<file path="src/rtl/olte_pkg.sv">
// ----------------------------------------------------------------------------
// olte_pkg
// Types and constants shared by the ordered list table engine.
// ----------------------------------------------------------------------------
package olte_pkg;

	localparam int DEPTH  = 64;
	localparam int IDX_W  = $clog2(DEPTH);
	localparam int CNT_W  = IDX_W + 1;
	localparam int DATA_W = 32;
	localparam int CMD_W  = 3;
	localparam int STAT_W = 2;

	typedef enum logic [CMD_W-1:0] {
		OP_INSERT       = 3'd0,
		OP_APPEND       = 3'd1,
		OP_DELETE_AT    = 3'd2,
		OP_DELETE_VALUE = 3'd3,
		OP_INDEX_OF     = 3'd4,
		OP_SWAP         = 3'd5,
		OP_READ         = 3'd6,
		OP_CLEAR        = 3'd7
	} op_t;

	typedef enum logic [STAT_W-1:0] {
		ST_OK        = 2'd0,
		ST_INVALID   = 2'd1,
		ST_OVERFLOW  = 2'd2,
		ST_NOT_FOUND = 2'd3
	} status_t;

	typedef enum logic [2:0] {
		RD_PTR, RD_PTR_M1, RD_PTR_P1, RD_PTR_M2, RD_PTR_P2, RD_POS, RD_POS2
	} rd_sel_t;

	typedef enum logic [1:0] {
		WA_PTR, WA_POS, WA_POS2
	} wa_sel_t;

	typedef enum logic [1:0] {
		WD_RDATA, WD_VALUE, WD_TMP
	} wd_sel_t;

	typedef enum logic [2:0] {
		PTR_HOLD, PTR_ZERO, PTR_COUNT, PTR_POS, PTR_INC, PTR_DEC
	} ptr_op_t;

	typedef enum logic [1:0] {
		CNT_HOLD, CNT_INC, CNT_DEC, CNT_CLR
	} cnt_op_t;

	typedef enum logic [3:0] {
		S_IDLE, S_CHECK, S_UP_PRIME, S_UP, S_PUT, S_DN_PRIME, S_DN,
		S_FIND_PRIME, S_FIND, S_SW_RD2, S_SW_WR1, S_SW_WR2, S_RD_CAP, S_POST
	} state_t;

	typedef struct packed {
		logic    load;
		logic    rd_en;
		rd_sel_t rd_sel;
		logic    wr_en;
		wa_sel_t wa_sel;
		wd_sel_t wd_sel;
		ptr_op_t ptr_op;
		cnt_op_t cnt_op;
		logic    save_tmp;
		logic    status_we;
		status_t status;
		logic    found_we;
		logic    rdval_we;
		logic    post;
	} dp_cmd_t;

	typedef struct packed {
		op_t  op;
		logic ins_bad;
		logic full;
		logic pos_bad;
		logic pos2_bad;
		logic same_pos;
		logic empty;
		logic ptr_gt_idx;
		logic ptr_gt_idx1;
		logic ptr1_lt_cnt;
		logic ptr2_lt_cnt;
		logic match;
	} dp_stat_t;

endpackage

</file>
<file path="src/rtl/olte_if.sv">
// ----------------------------------------------------------------------------
// olte_if
// Request and response channels of the ordered list table engine.
// ----------------------------------------------------------------------------
interface olte_req_if import olte_pkg::*; ();
	logic              valid;
	logic              ready;
	logic [CMD_W-1:0]  cmd;
	logic [CNT_W-1:0]  position;
	logic [IDX_W-1:0]  other_position;
	logic [DATA_W-1:0] entry_value;

	modport source (output valid, output cmd, output position, output other_position,
		output entry_value, input ready);
	modport sink (input valid, input cmd, input position, input other_position,
		input entry_value, output ready);
endinterface

interface olte_rsp_if import olte_pkg::*; ();
	logic              valid;
	logic              ready;
	logic [STAT_W-1:0] status;
	logic [IDX_W-1:0]  found_position;
	logic [DATA_W-1:0] read_value;
	logic [CNT_W-1:0]  list_length;

	modport source (output valid, output status, output found_position,
		output read_value, output list_length, input ready);
	modport sink (input valid, input status, input found_position,
		input read_value, input list_length, output ready);
endinterface

</file>
<file path="src/rtl/olte_dp.sv">
// ----------------------------------------------------------------------------
// olte_dp
// Datapath: entry memory, length, walk pointer, compares and result registers.
// ----------------------------------------------------------------------------
module olte_dp import olte_pkg::*; (
	input  logic              clk,
	input  logic              arst_n,
	input  dp_cmd_t           cmd,
	output dp_stat_t          stat,
	input  logic [CMD_W-1:0]  req_cmd,
	input  logic [CNT_W-1:0]  req_position,
	input  logic [IDX_W-1:0]  req_other_position,
	input  logic [DATA_W-1:0] req_entry_value,
	input  logic              cfg_we,
	input  logic [CNT_W-1:0]  cfg_wdata,
	output logic [STAT_W-1:0] rsp_status,
	output logic [IDX_W-1:0]  rsp_found_position,
	output logic [DATA_W-1:0] rsp_read_value,
	output logic [CNT_W-1:0]  rsp_list_length
);

	logic [DATA_W-1:0] mem [DEPTH];
	logic [DATA_W-1:0] rdata_q;
	logic [DATA_W-1:0] tmp_q;
	logic [DATA_W-1:0] value_q;
	op_t               op_q;
	logic [CNT_W-1:0]  pos_q;
	logic [IDX_W-1:0]  pos2_q;
	logic [CNT_W-1:0]  count_q;
	logic [CNT_W-1:0]  max_q;
	logic [CNT_W-1:0]  ptr_q;
	status_t           status_q;
	logic [IDX_W-1:0]  found_q;
	logic [DATA_W-1:0] rdval_q;
	logic [STAT_W-1:0] out_status_q;
	logic [IDX_W-1:0]  out_found_q;
	logic [DATA_W-1:0] out_rdval_q;
	logic [CNT_W-1:0]  out_len_q;

	logic [CNT_W-1:0]  idx;
	logic [CNT_W:0]    ptr_w;
	logic [CNT_W:0]    cnt_w;
	logic [CNT_W:0]    idx_w;
	logic [IDX_W-1:0]  ptr_a;
	logic [IDX_W-1:0]  rd_addr;
	logic [IDX_W-1:0]  wr_addr;
	logic [DATA_W-1:0] wr_data;

	// insert position
	assign idx   = (op_q == OP_APPEND) ? count_q : pos_q;
	assign ptr_w = {1'b0, ptr_q};
	assign cnt_w = {1'b0, count_q};
	assign idx_w = {1'b0, idx};
	assign ptr_a = ptr_q[IDX_W-1:0];

	always_comb begin
		stat.op          = op_q;
		stat.ins_bad     = idx > count_q;
		stat.full        = (count_q >= CNT_W'(DEPTH)) || ((max_q != '0) && (count_q >= max_q));
		stat.pos_bad     = pos_q >= count_q;
		stat.pos2_bad    = {1'b0, pos2_q} >= count_q;
		stat.same_pos    = pos_q == {1'b0, pos2_q};
		stat.empty       = count_q == '0;
		stat.ptr_gt_idx  = ptr_q > idx;
		stat.ptr_gt_idx1 = ptr_w > (idx_w + (CNT_W+1)'(1));
		stat.ptr1_lt_cnt = (ptr_w + (CNT_W+1)'(1)) < cnt_w;
		stat.ptr2_lt_cnt = (ptr_w + (CNT_W+1)'(2)) < cnt_w;
		stat.match       = rdata_q == value_q;
	end

	always_comb begin
		case (cmd.rd_sel)
			RD_PTR:    rd_addr = ptr_a;
			RD_PTR_M1: rd_addr = ptr_a - IDX_W'(1);
			RD_PTR_P1: rd_addr = ptr_a + IDX_W'(1);
			RD_PTR_M2: rd_addr = ptr_a - IDX_W'(2);
			RD_PTR_P2: rd_addr = ptr_a + IDX_W'(2);
			RD_POS:    rd_addr = pos_q[IDX_W-1:0];
			RD_POS2:   rd_addr = pos2_q;
			default:   rd_addr = ptr_a;
		endcase
	end

	always_comb begin
		case (cmd.wa_sel)
			WA_PTR:  wr_addr = ptr_a;
			WA_POS:  wr_addr = pos_q[IDX_W-1:0];
			WA_POS2: wr_addr = pos2_q;
			default: wr_addr = ptr_a;
		endcase
	end

	always_comb begin
		case (cmd.wd_sel)
			WD_RDATA: wr_data = rdata_q;
			WD_VALUE: wr_data = value_q;
			WD_TMP:   wr_data = tmp_q;
			default:  wr_data = rdata_q;
		endcase
	end

	// entry memory
	always_ff @(posedge clk) begin
		if (cmd.wr_en) begin
			mem[wr_addr] <= wr_data;
		end
		if (cmd.rd_en) begin
			rdata_q <= mem[rd_addr];
		end
	end

	always_ff @(posedge clk or negedge arst_n) begin
		if (!arst_n) begin
			count_q <= '0;
			max_q   <= '0;
			ptr_q   <= '0;
		end else begin
			if (cfg_we) begin
				max_q <= cfg_wdata;
			end
			case (cmd.cnt_op)
				CNT_INC: count_q <= count_q + CNT_W'(1);
				CNT_DEC: count_q <= count_q - CNT_W'(1);
				CNT_CLR: count_q <= '0;
				default: count_q <= count_q;
			endcase
			case (cmd.ptr_op)
				PTR_ZERO:  ptr_q <= '0;
				PTR_COUNT: ptr_q <= count_q;
				PTR_POS:   ptr_q <= pos_q;
				PTR_INC:   ptr_q <= ptr_q + CNT_W'(1);
				PTR_DEC:   ptr_q <= ptr_q - CNT_W'(1);
				default:   ptr_q <= ptr_q;
			endcase
		end
	end

	// request fields and result collection
	always_ff @(posedge clk) begin
		if (cmd.load) begin
			op_q     <= op_t'(req_cmd);
			pos_q    <= req_position;
			pos2_q   <= req_other_position;
			value_q  <= req_entry_value;
			status_q <= ST_OK;
			found_q  <= '0;
			rdval_q  <= '0;
		end else begin
			if (cmd.status_we) begin
				status_q <= cmd.status;
			end
			if (cmd.found_we) begin
				found_q <= ptr_a;
			end
			if (cmd.rdval_we) begin
				rdval_q <= rdata_q;
			end
		end
		if (cmd.save_tmp) begin
			tmp_q <= rdata_q;
		end
		if (cmd.post) begin
			out_status_q <= status_q;
			out_found_q  <= found_q;
			out_rdval_q  <= rdval_q;
			out_len_q    <= count_q;
		end
	end

	assign rsp_status         = out_status_q;
	assign rsp_found_position = out_found_q;
	assign rsp_read_value     = out_rdval_q;
	assign rsp_list_length    = out_len_q;

endmodule

</file>
<file path="src/rtl/olte_ctrl.sv">
// ----------------------------------------------------------------------------
// olte_ctrl
// Controller: sequences requests, one datapath step per cycle unless stalled.
// ----------------------------------------------------------------------------
module olte_ctrl import olte_pkg::*; (
	input  logic     clk,
	input  logic     arst_n,
	input  logic     in_valid,
	output logic     in_ready,
	output logic     out_valid,
	input  logic     out_ready,
	input  dp_stat_t stat,
	output dp_cmd_t  cmd
);

	state_t state_q;
	state_t state_d;
	logic   out_valid_q;
	logic   out_free;

	assign out_free  = !out_valid_q || out_ready;
	assign out_valid = out_valid_q;

	always_ff @(posedge clk or negedge arst_n) begin
		if (!arst_n) begin
			state_q     <= S_IDLE;
			out_valid_q <= 1'b0;
		end else begin
			state_q <= state_d;
			if (cmd.post) begin
				out_valid_q <= 1'b1;
			end else if (out_ready) begin
				out_valid_q <= 1'b0;
			end
		end
	end

	always_comb begin
		state_d  = state_q;
		cmd      = '0;
		in_ready = 1'b0;
		case (state_q)
			S_IDLE: begin
				in_ready = 1'b1;
				if (in_valid) begin
					cmd.load = 1'b1;
					state_d  = S_CHECK;
				end
			end
			S_CHECK: begin
				state_d = S_POST;
				case (stat.op)
					OP_INSERT, OP_APPEND: begin
						if (stat.ins_bad) begin
							cmd.status_we = 1'b1;
							cmd.status    = ST_INVALID;
						end else if (stat.full) begin
							cmd.status_we = 1'b1;
							cmd.status    = ST_OVERFLOW;
						end else begin
							cmd.ptr_op = PTR_COUNT;
							state_d    = S_UP_PRIME;
						end
					end
					OP_DELETE_AT: begin
						if (stat.pos_bad) begin
							cmd.status_we = 1'b1;
							cmd.status    = ST_INVALID;
						end else begin
							cmd.ptr_op = PTR_POS;
							state_d    = S_DN_PRIME;
						end
					end
					OP_DELETE_VALUE, OP_INDEX_OF: begin
						if (stat.empty) begin
							cmd.status_we = 1'b1;
							cmd.status    = ST_NOT_FOUND;
						end else begin
							cmd.ptr_op = PTR_ZERO;
							state_d    = S_FIND_PRIME;
						end
					end
					OP_SWAP: begin
						if (stat.pos_bad || stat.pos2_bad) begin
							cmd.status_we = 1'b1;
							cmd.status    = ST_INVALID;
						end else if (!stat.same_pos) begin
							cmd.rd_en  = 1'b1;
							cmd.rd_sel = RD_POS;
							state_d    = S_SW_RD2;
						end
					end
					OP_READ: begin
						if (stat.pos_bad) begin
							cmd.status_we = 1'b1;
							cmd.status    = ST_INVALID;
						end else begin
							cmd.rd_en  = 1'b1;
							cmd.rd_sel = RD_POS;
							state_d    = S_RD_CAP;
						end
					end
					default: begin
						cmd.cnt_op = CNT_CLR;
					end
				endcase
			end
			S_UP_PRIME: begin
				if (stat.ptr_gt_idx) begin
					cmd.rd_en  = 1'b1;
					cmd.rd_sel = RD_PTR_M1;
					state_d    = S_UP;
				end else begin
					state_d = S_PUT;
				end
			end
			S_UP: begin
				cmd.wr_en  = 1'b1;
				cmd.wa_sel = WA_PTR;
				cmd.wd_sel = WD_RDATA;
				cmd.ptr_op = PTR_DEC;
				cmd.rd_en  = 1'b1;
				cmd.rd_sel = RD_PTR_M2;
				if (!stat.ptr_gt_idx1) begin
					state_d = S_PUT;
				end
			end
			S_PUT: begin
				cmd.wr_en  = 1'b1;
				cmd.wa_sel = WA_PTR;
				cmd.wd_sel = WD_VALUE;
				cmd.cnt_op = CNT_INC;
				state_d    = S_POST;
			end
			S_DN_PRIME: begin
				if (stat.ptr1_lt_cnt) begin
					cmd.rd_en  = 1'b1;
					cmd.rd_sel = RD_PTR_P1;
					state_d    = S_DN;
				end else begin
					cmd.cnt_op = CNT_DEC;
					state_d    = S_POST;
				end
			end
			S_DN: begin
				cmd.wr_en  = 1'b1;
				cmd.wa_sel = WA_PTR;
				cmd.wd_sel = WD_RDATA;
				cmd.ptr_op = PTR_INC;
				cmd.rd_en  = 1'b1;
				cmd.rd_sel = RD_PTR_P2;
				if (!stat.ptr2_lt_cnt) begin
					cmd.cnt_op = CNT_DEC;
					state_d    = S_POST;
				end
			end
			S_FIND_PRIME: begin
				cmd.rd_en  = 1'b1;
				cmd.rd_sel = RD_PTR;
				state_d    = S_FIND;
			end
			S_FIND: begin
				if (stat.match) begin
					cmd.found_we = 1'b1;
					state_d      = (stat.op == OP_DELETE_VALUE) ? S_DN_PRIME : S_POST;
				end else if (stat.ptr1_lt_cnt) begin
					cmd.ptr_op = PTR_INC;
					cmd.rd_en  = 1'b1;
					cmd.rd_sel = RD_PTR_P1;
				end else begin
					cmd.status_we = 1'b1;
					cmd.status    = ST_NOT_FOUND;
					state_d       = S_POST;
				end
			end
			S_SW_RD2: begin
				cmd.save_tmp = 1'b1;
				cmd.rd_en    = 1'b1;
				cmd.rd_sel   = RD_POS2;
				state_d      = S_SW_WR1;
			end
			S_SW_WR1: begin
				cmd.wr_en  = 1'b1;
				cmd.wa_sel = WA_POS;
				cmd.wd_sel = WD_RDATA;
				state_d    = S_SW_WR2;
			end
			S_SW_WR2: begin
				cmd.wr_en  = 1'b1;
				cmd.wa_sel = WA_POS2;
				cmd.wd_sel = WD_TMP;
				state_d    = S_POST;
			end
			S_RD_CAP: begin
				cmd.rdval_we = 1'b1;
				state_d      = S_POST;
			end
			S_POST: begin
				if (out_free) begin
					cmd.post = 1'b1;
					state_d  = S_IDLE;
				end
			end
			default: begin
				state_d = S_IDLE;
			end
		endcase
	end

endmodule

</file>
<file path="src/rtl/ordered_list_table_engine.sv">
// ----------------------------------------------------------------------------
// ordered_list_table_engine
// Bounded ordered list with insert, append, delete, search, swap, read, clear.
// ----------------------------------------------------------------------------
// one request at a time; insert, delete_at, delete_value and index_of walk the list,
// append, read, swap and clear do not
// the list walk moves one entry per cycle through one read and one write port
// the next request is taken at the edge after the response enters the output register
// arst_n clears the length, max_entries and the controller; entries are not cleared
module ordered_list_table_engine import olte_pkg::*; (
	input  logic             clk,
	input  logic             arst_n,
	olte_req_if.sink         req,
	olte_rsp_if.source       rsp,
	input  logic             cfg_we,
	input  logic [CNT_W-1:0] cfg_wdata
);

	dp_cmd_t  cmd;
	dp_stat_t stat;

	olte_ctrl u_ctrl (
		.clk       (clk),
		.arst_n    (arst_n),
		.in_valid  (req.valid),
		.in_ready  (req.ready),
		.out_valid (rsp.valid),
		.out_ready (rsp.ready),
		.stat      (stat),
		.cmd       (cmd)
	);

	olte_dp u_dp (
		.clk                (clk),
		.arst_n             (arst_n),
		.cmd                (cmd),
		.stat               (stat),
		.req_cmd            (req.cmd),
		.req_position       (req.position),
		.req_other_position (req.other_position),
		.req_entry_value    (req.entry_value),
		.cfg_we             (cfg_we),
		.cfg_wdata          (cfg_wdata),
		.rsp_status         (rsp.status),
		.rsp_found_position (rsp.found_position),
		.rsp_read_value     (rsp.read_value),
		.rsp_list_length    (rsp.list_length)
	);

endmodule

</file>
<file path="src/flat_wrapper.sv">
// flat-port wrapper written by rule: the top's interface ports become plain ports
module ordered_list_table_engine_flat import olte_pkg::*;
  (clk, arst_n, cfg_we, cfg_wdata, req_valid, req_cmd, req_position, req_other_position, req_entry_value, req_ready, rsp_valid, rsp_status, rsp_found_position, rsp_read_value, rsp_list_length, rsp_ready);
  olte_req_if req_i ();
  olte_rsp_if rsp_i ();
  input  logic clk;
  input  logic arst_n;
  input  logic cfg_we;
  input  logic [CNT_W-1:0] cfg_wdata;
  input wire logic [$bits(req_i.valid)-1:0] req_valid;
  input wire logic [$bits(req_i.cmd)-1:0] req_cmd;
  input wire logic [$bits(req_i.position)-1:0] req_position;
  input wire logic [$bits(req_i.other_position)-1:0] req_other_position;
  input wire logic [$bits(req_i.entry_value)-1:0] req_entry_value;
  output wire logic [$bits(req_i.ready)-1:0] req_ready;
  output wire logic [$bits(rsp_i.valid)-1:0] rsp_valid;
  output wire logic [$bits(rsp_i.status)-1:0] rsp_status;
  output wire logic [$bits(rsp_i.found_position)-1:0] rsp_found_position;
  output wire logic [$bits(rsp_i.read_value)-1:0] rsp_read_value;
  output wire logic [$bits(rsp_i.list_length)-1:0] rsp_list_length;
  input wire logic [$bits(rsp_i.ready)-1:0] rsp_ready;
  assign req_i.valid = req_valid;
  assign req_i.cmd = req_cmd;
  assign req_i.position = req_position;
  assign req_i.other_position = req_other_position;
  assign req_i.entry_value = req_entry_value;
  assign req_ready = req_i.ready;
  assign rsp_valid = rsp_i.valid;
  assign rsp_status = rsp_i.status;
  assign rsp_found_position = rsp_i.found_position;
  assign rsp_read_value = rsp_i.read_value;
  assign rsp_list_length = rsp_i.list_length;
  assign rsp_i.ready = rsp_ready;
  ordered_list_table_engine u_core (.clk(clk), .arst_n(arst_n), .req(req_i), .rsp(rsp_i), .cfg_we(cfg_we), .cfg_wdata(cfg_wdata));
endmodule
</file>
<file path="config.mk">
export PLATFORM = sky130hd
export DESIGN_NAME = ordered_list_table_engine_flat
export DESIGN_NICKNAME = d
export VERILOG_FILES = /design/src/rtl/olte_pkg.sv /design/src/rtl/olte_if.sv /design/src/rtl/olte_dp.sv /design/src/rtl/olte_ctrl.sv /design/src/rtl/ordered_list_table_engine.sv /design/src/flat_wrapper.sv
export SDC_FILE = /design/constraint.sdc
export NUM_CORES = 2
export LEC_CHECK = 0
export BUFFER_PORTS_ARGS = -buffer_cell sky130_fd_sc_hd__buf_2
export CAP_MARGIN = 20
export CORE_ASPECT_RATIO = 1.75
export CORE_MARGIN = 4
export CORE_UTILIZATION = 39
export CTS_CLUSTER_SIZE = 8
export DETAILED_ROUTE_END_ITERATION = 10
export GPL_TIMING_DRIVEN = 0
export HOLD_SLACK_MARGIN = 0.12
export PLACE_DENSITY = 0.53
export SLEW_MARGIN = 30
export SYNTH_ARGS = -nofsm -noshare
export SYNTH_HDL_FRONTEND = slang
export SYNTH_SLANG_ARGS = --single-unit
</file>
<file path="constraint.sdc">
create_clock -name clk -period 5.11 [get_ports clk]
set_clock_uncertainty 0.2 [all_clocks]
set_input_delay 0 -clock clk [delete_from_list [all_inputs] [get_ports clk]]
set_output_delay 0 -clock clk [all_outputs]
set_load 0.05 [all_outputs]
</file>
==> impl_metrics.env <==
export IMPL_max_stage_delay_ps=630
export IMPL_first_iter_violations=7162
export IMPL_max_slew_margin_rel_pct=28.5
export IMPL_vias_per_cell=6.16
export IMPL_slew_violations=0
export IMPL_final_cell_mix="2207 x edfxtp_1, 602 x and3_1, 596 x nand2_1"
export IMPL_hpwlAfterDp_mm=299
export IMPL_startpoint_type="flop"
export IMPL_synth_seq_cells=2273
export IMPL_tns_ps=-29060
export IMPL_yosysTopAreaCellShare_pct=70.4
export IMPL_tightest_slew_ps=1060
export IMPL_final_layout_size_suffix_gt1_share_pct=26.0
export IMPL_layout_nets=7794
export IMPL_htreeDepth=5
export IMPL_synth_cell_types=84
export IMPL_area_delta_synth_final_pct=33.2
export IMPL_synth_main_ff_cell="edfxtp_1"
export IMPL_yosys_area_top_type="edfxtp_1"
export IMPL_cts_tree="built"
export IMPL_rows=238
export IMPL_wl_mm=408
export IMPL_grt_pass1_wl_mm=546
export IMPL_violations="setup timing"
export IMPL_yosysSeqAreaShare_pct=71.9
export IMPL_overflow=0
export IMPL_dieWidth_um=379
export IMPL_path_class="flop to flop"
export IMPL_r2r_start="u_core.u_dp.ptr_q[2]$_DFFE_PN0P_"
export IMPL_cap_violations=0
export IMPL_drtAntennaViolNets=0
export IMPL_fin_crit_ps=6190
export IMPL_rsz0062_at_grt="yes"
export IMPL_report_final_setup_viol=32
export IMPL_status="finished with violations"
export IMPL_dieArea_um2=250000
export IMPL_crit_required_ps=5390
export IMPL_hold_start="req_valid"
export IMPL_critPathMaxFanout=10
export IMPL_synth_edf_count=2207
export IMPL_die_h_um=658
export IMPL_hold_path_class="primary input to flop"
export IMPL_regToRegEndpoint="u_core.u_dp.rdata_q[23]$_DFFE_PP_"
export IMPL_ios=109
export IMPL_nFillCells=19534
export IMPL_final_common_cell="edfxtp_1"
export IMPL_worstPathArrival_ps=6470
export IMPL_grt_pass1_vias=66570
export IMPL_syn_inst=6629
export IMPL_wire_per_inst_um=37.5
export IMPL_syn_avg_cell_area_um2=14.2
export IMPL_start_util_pct=39.2
export IMPL_reg2reg_depth=24
export IMPL_vias=66957
export IMPL_worstHoldPathCells=6
export IMPL_finalHoldViolCount=0
export IMPL_worst_setup_hold_path_clk_slew_ps=70
export IMPL_yosysWarningCount=0
export IMPL_dr_pass1_iters=6
export IMPL_drcViolationCount=0
export IMPL_synth_area_um2=94200
export IMPL_clk_latency_ps=900
export IMPL_cts_sinks=2273
export IMPL_r2r_slack_ps=-1080
export IMPL_antenna_found_initial=31
export IMPL_setup_slack_ps=-1080
export IMPL_grt_total_usage_pct=31.9
export IMPL_clk_path_buf_depth=4
export IMPL_whs_endpoint="u_core.u_ctrl.state_q[2]$_DFFE_PN0P_"
export IMPL_synth_nets=6770
export IMPL_path_cells="ha_4 -> nand4_1 -> xnor2_1 -> ha_1 -> a21o_1 -> a2bb2oi_4 -> o211ai_4 -> a211oi_4 -> buf_6 -> nor2_4 -> buf_6 -> ha_4 -> a21oi_4 -> xnor2_4 -> a2111oi_4 -> mux2i_2 -> buf_12 -> nor2_4 -> buf_12 -> clkbuf_16 -> o21ai_2 -> a21oi_4 -> nor4_4 -> nand4_1"
export IMPL_core_area_um2=240000
export IMPL_numCtsBuffers=326
export IMPL_timing_fmax_mhz=162
export IMPL_async_reset_ff_share_pct=1.14
export IMPL_io_buffers=108
export IMPL_period_share_pct=121
export IMPL_grt_max_degree=40
export IMPL_cts_root_buf="clkbuf_16"
export IMPL_endpoint_kind="flop"
export IMPL_synthTopCellsByArea="edfxtp_1 70%, and3_1 4.0%, a21boi_0 2.8%, nand2_1 2.4%, a211oi_1 2.2%"
export IMPL_critPathSlowestCell="nor4_4"
export IMPL_gp_congestion=1.00
==> synth_stat cells, drive strengths merged (14+ instances only) <==
cell type,count
a2111oi,37
a22oi,52
dfxtp,40
a311oi,77
o21ai,450
nand2b,21
ha,77
nor3,70
a21oi,138
a31oi,170
nand2,601
nand4,51
dfrtp,26
a211oi,281
nor4b,28
mux2i,159
a21o,28
nor2,147
xnor2,55
buf,138
and3,606
a41oi,55
edfxtp,2207
inv,39
nor4,38
xor2,14
nand3,98
a32oi,57
a21boi,352
clkbuf,383
==> registers in the layout, summed over array words and instances (netlist names) <==
name / cells
u_core.u_dp.tmp_q: 32
u_core.u_dp.value_q: 32
u_core.u_dp.pos2_q: 6
u_core.u_dp.max_q: 7
u_core.u_dp.mem: 2048
u_core.u_dp.rsp_list_length: 7
u_core.u_dp.count_q: 7
u_core.u_dp.rdval_q: 32
u_core.u_ctrl.out_valid: 1
u_core.u_ctrl.state_q: 4
u_core.u_dp.rsp_status: 2
u_core.u_dp.ptr_q: 7
u_core.u_dp.status_q: 2
u_core.u_dp.op_q: 3
u_core.u_dp.rsp_read_value: 32
u_core.u_dp.rsp_found_position: 6
u_core.u_dp.pos_q: 7
u_core.u_dp.rdata_q: 32
u_core.u_dp.found_q: 6
==> area by class of cell <==
class,count,area [um2],area share [%]
antenna,24,60.1,0.0479
buffer,517,4120,3.28
clock buffer,386,8510,6.78
clock inverter,13,204,0.163
inverter,39,154,0.123
multi-input combinational,3796,30600,24.4
sequential,2273,67700,54.0
tap,3120,3900,3.11
timing repair buffer,700,10200,8.14
==> per-stage QoR <==
stage | hold WS (ps) | utilization (%) | instances | cell area (um2) | setup slack [ps]
floorplan | -496 | - | 6629 | 94200 | -192
global placement | -101 | 41.1 | 9857 | 98700 | -8950
detailed placement | -99.2 | 44.2 | 10112 | 106000 | -3870
CTS | 142 | 51.7 | 10778 | 124000 | -823
global route | 164 | 52.2 | 10850 | 125000 | -1090
finish | 163 | 52.2 | 10868 | 125000 | -1080
==> worst max path at each step <==
| stage | cells past startpoint | end | slack [ps] | start |
|---|---|---|---|---|
| floorplan | 8 | u_core.u_dp.mem[0][2]$_DFFE_PP_ | -190 | u_core.u_ctrl.state_q[0]$_DFFE_PN0P_ |
| global placement | 9 | u_core.u_dp.mem[18][23]$_DFFE_PP_ | -8950 | u_core.u_ctrl.state_q[3]$_DFFE_PN0P_ |
| detailed placement | 20 | u_core.u_dp.rdata_q[31]$_DFFE_PP_ | -3870 | u_core.u_dp.op_q[1]$_DFFE_PP_ |
| CTS | 24 | u_core.u_dp.rdata_q[20]$_DFFE_PP_ | -820 | u_core.u_dp.ptr_q[2]$_DFFE_PN0P_ |
| global route | 23 | u_core.u_dp.rdata_q[5]$_DFFE_PP_ | -1090 | u_core.u_dp.ptr_q[2]$_DFFE_PN0P_ |
| finish | 24 | u_core.u_dp.rdata_q[23]$_DFFE_PP_ | -1080 | u_core.u_dp.ptr_q[2]$_DFFE_PN0P_ |
==> what timing repair did <==
action,CTS,global route
setup endpoints to repair,983,659
resized for setup,1495,138
buffers inserted,138,67
pin swaps,191,67
cloned,2,1
hold endpoints to repair,177,0
hold buffers,131,0
==> critical path, delay by kind of cell (launching register included) <==
family | cells | cell delay, ps
XOR/XNOR | 2 | 370
buffers and inverters | 5 | 820
AO/OA/AOI/OAI | 8 | 1370
multiplexers | 1 | 240
adder cells (fa/ha/maj) | 3 | 760
AND/OR/NAND/NOR | 5 | 1470
flip-flops | 1 | 460
==> logic make-up after synthesis <==
kind of cell / synth area share (%)
DFF: 71.9
AOI/OAI and AO/OA: 12.8
and+or+nand+nor: 9.29
buffers and inverters: 2.43
muxes: 1.80
adders and majority gates: 1.11
xor gates and xnor gates: 0.642
==> layer usage <==
metal / track usage (%) / up-vias / share of wire [%]
met5: 0 / - / 0.016
met4: 31.1 / 10 / 12
met3: 6.21 / 1269 / 7.4
met2: 53.2 / 3677 / 48
met1: 33.2 / 33957 / 32
li1: - / 28044 / -
Power is not shown: default switching activity piles up to over one toggle a cycle in this logic, so the estimate is an artifact.
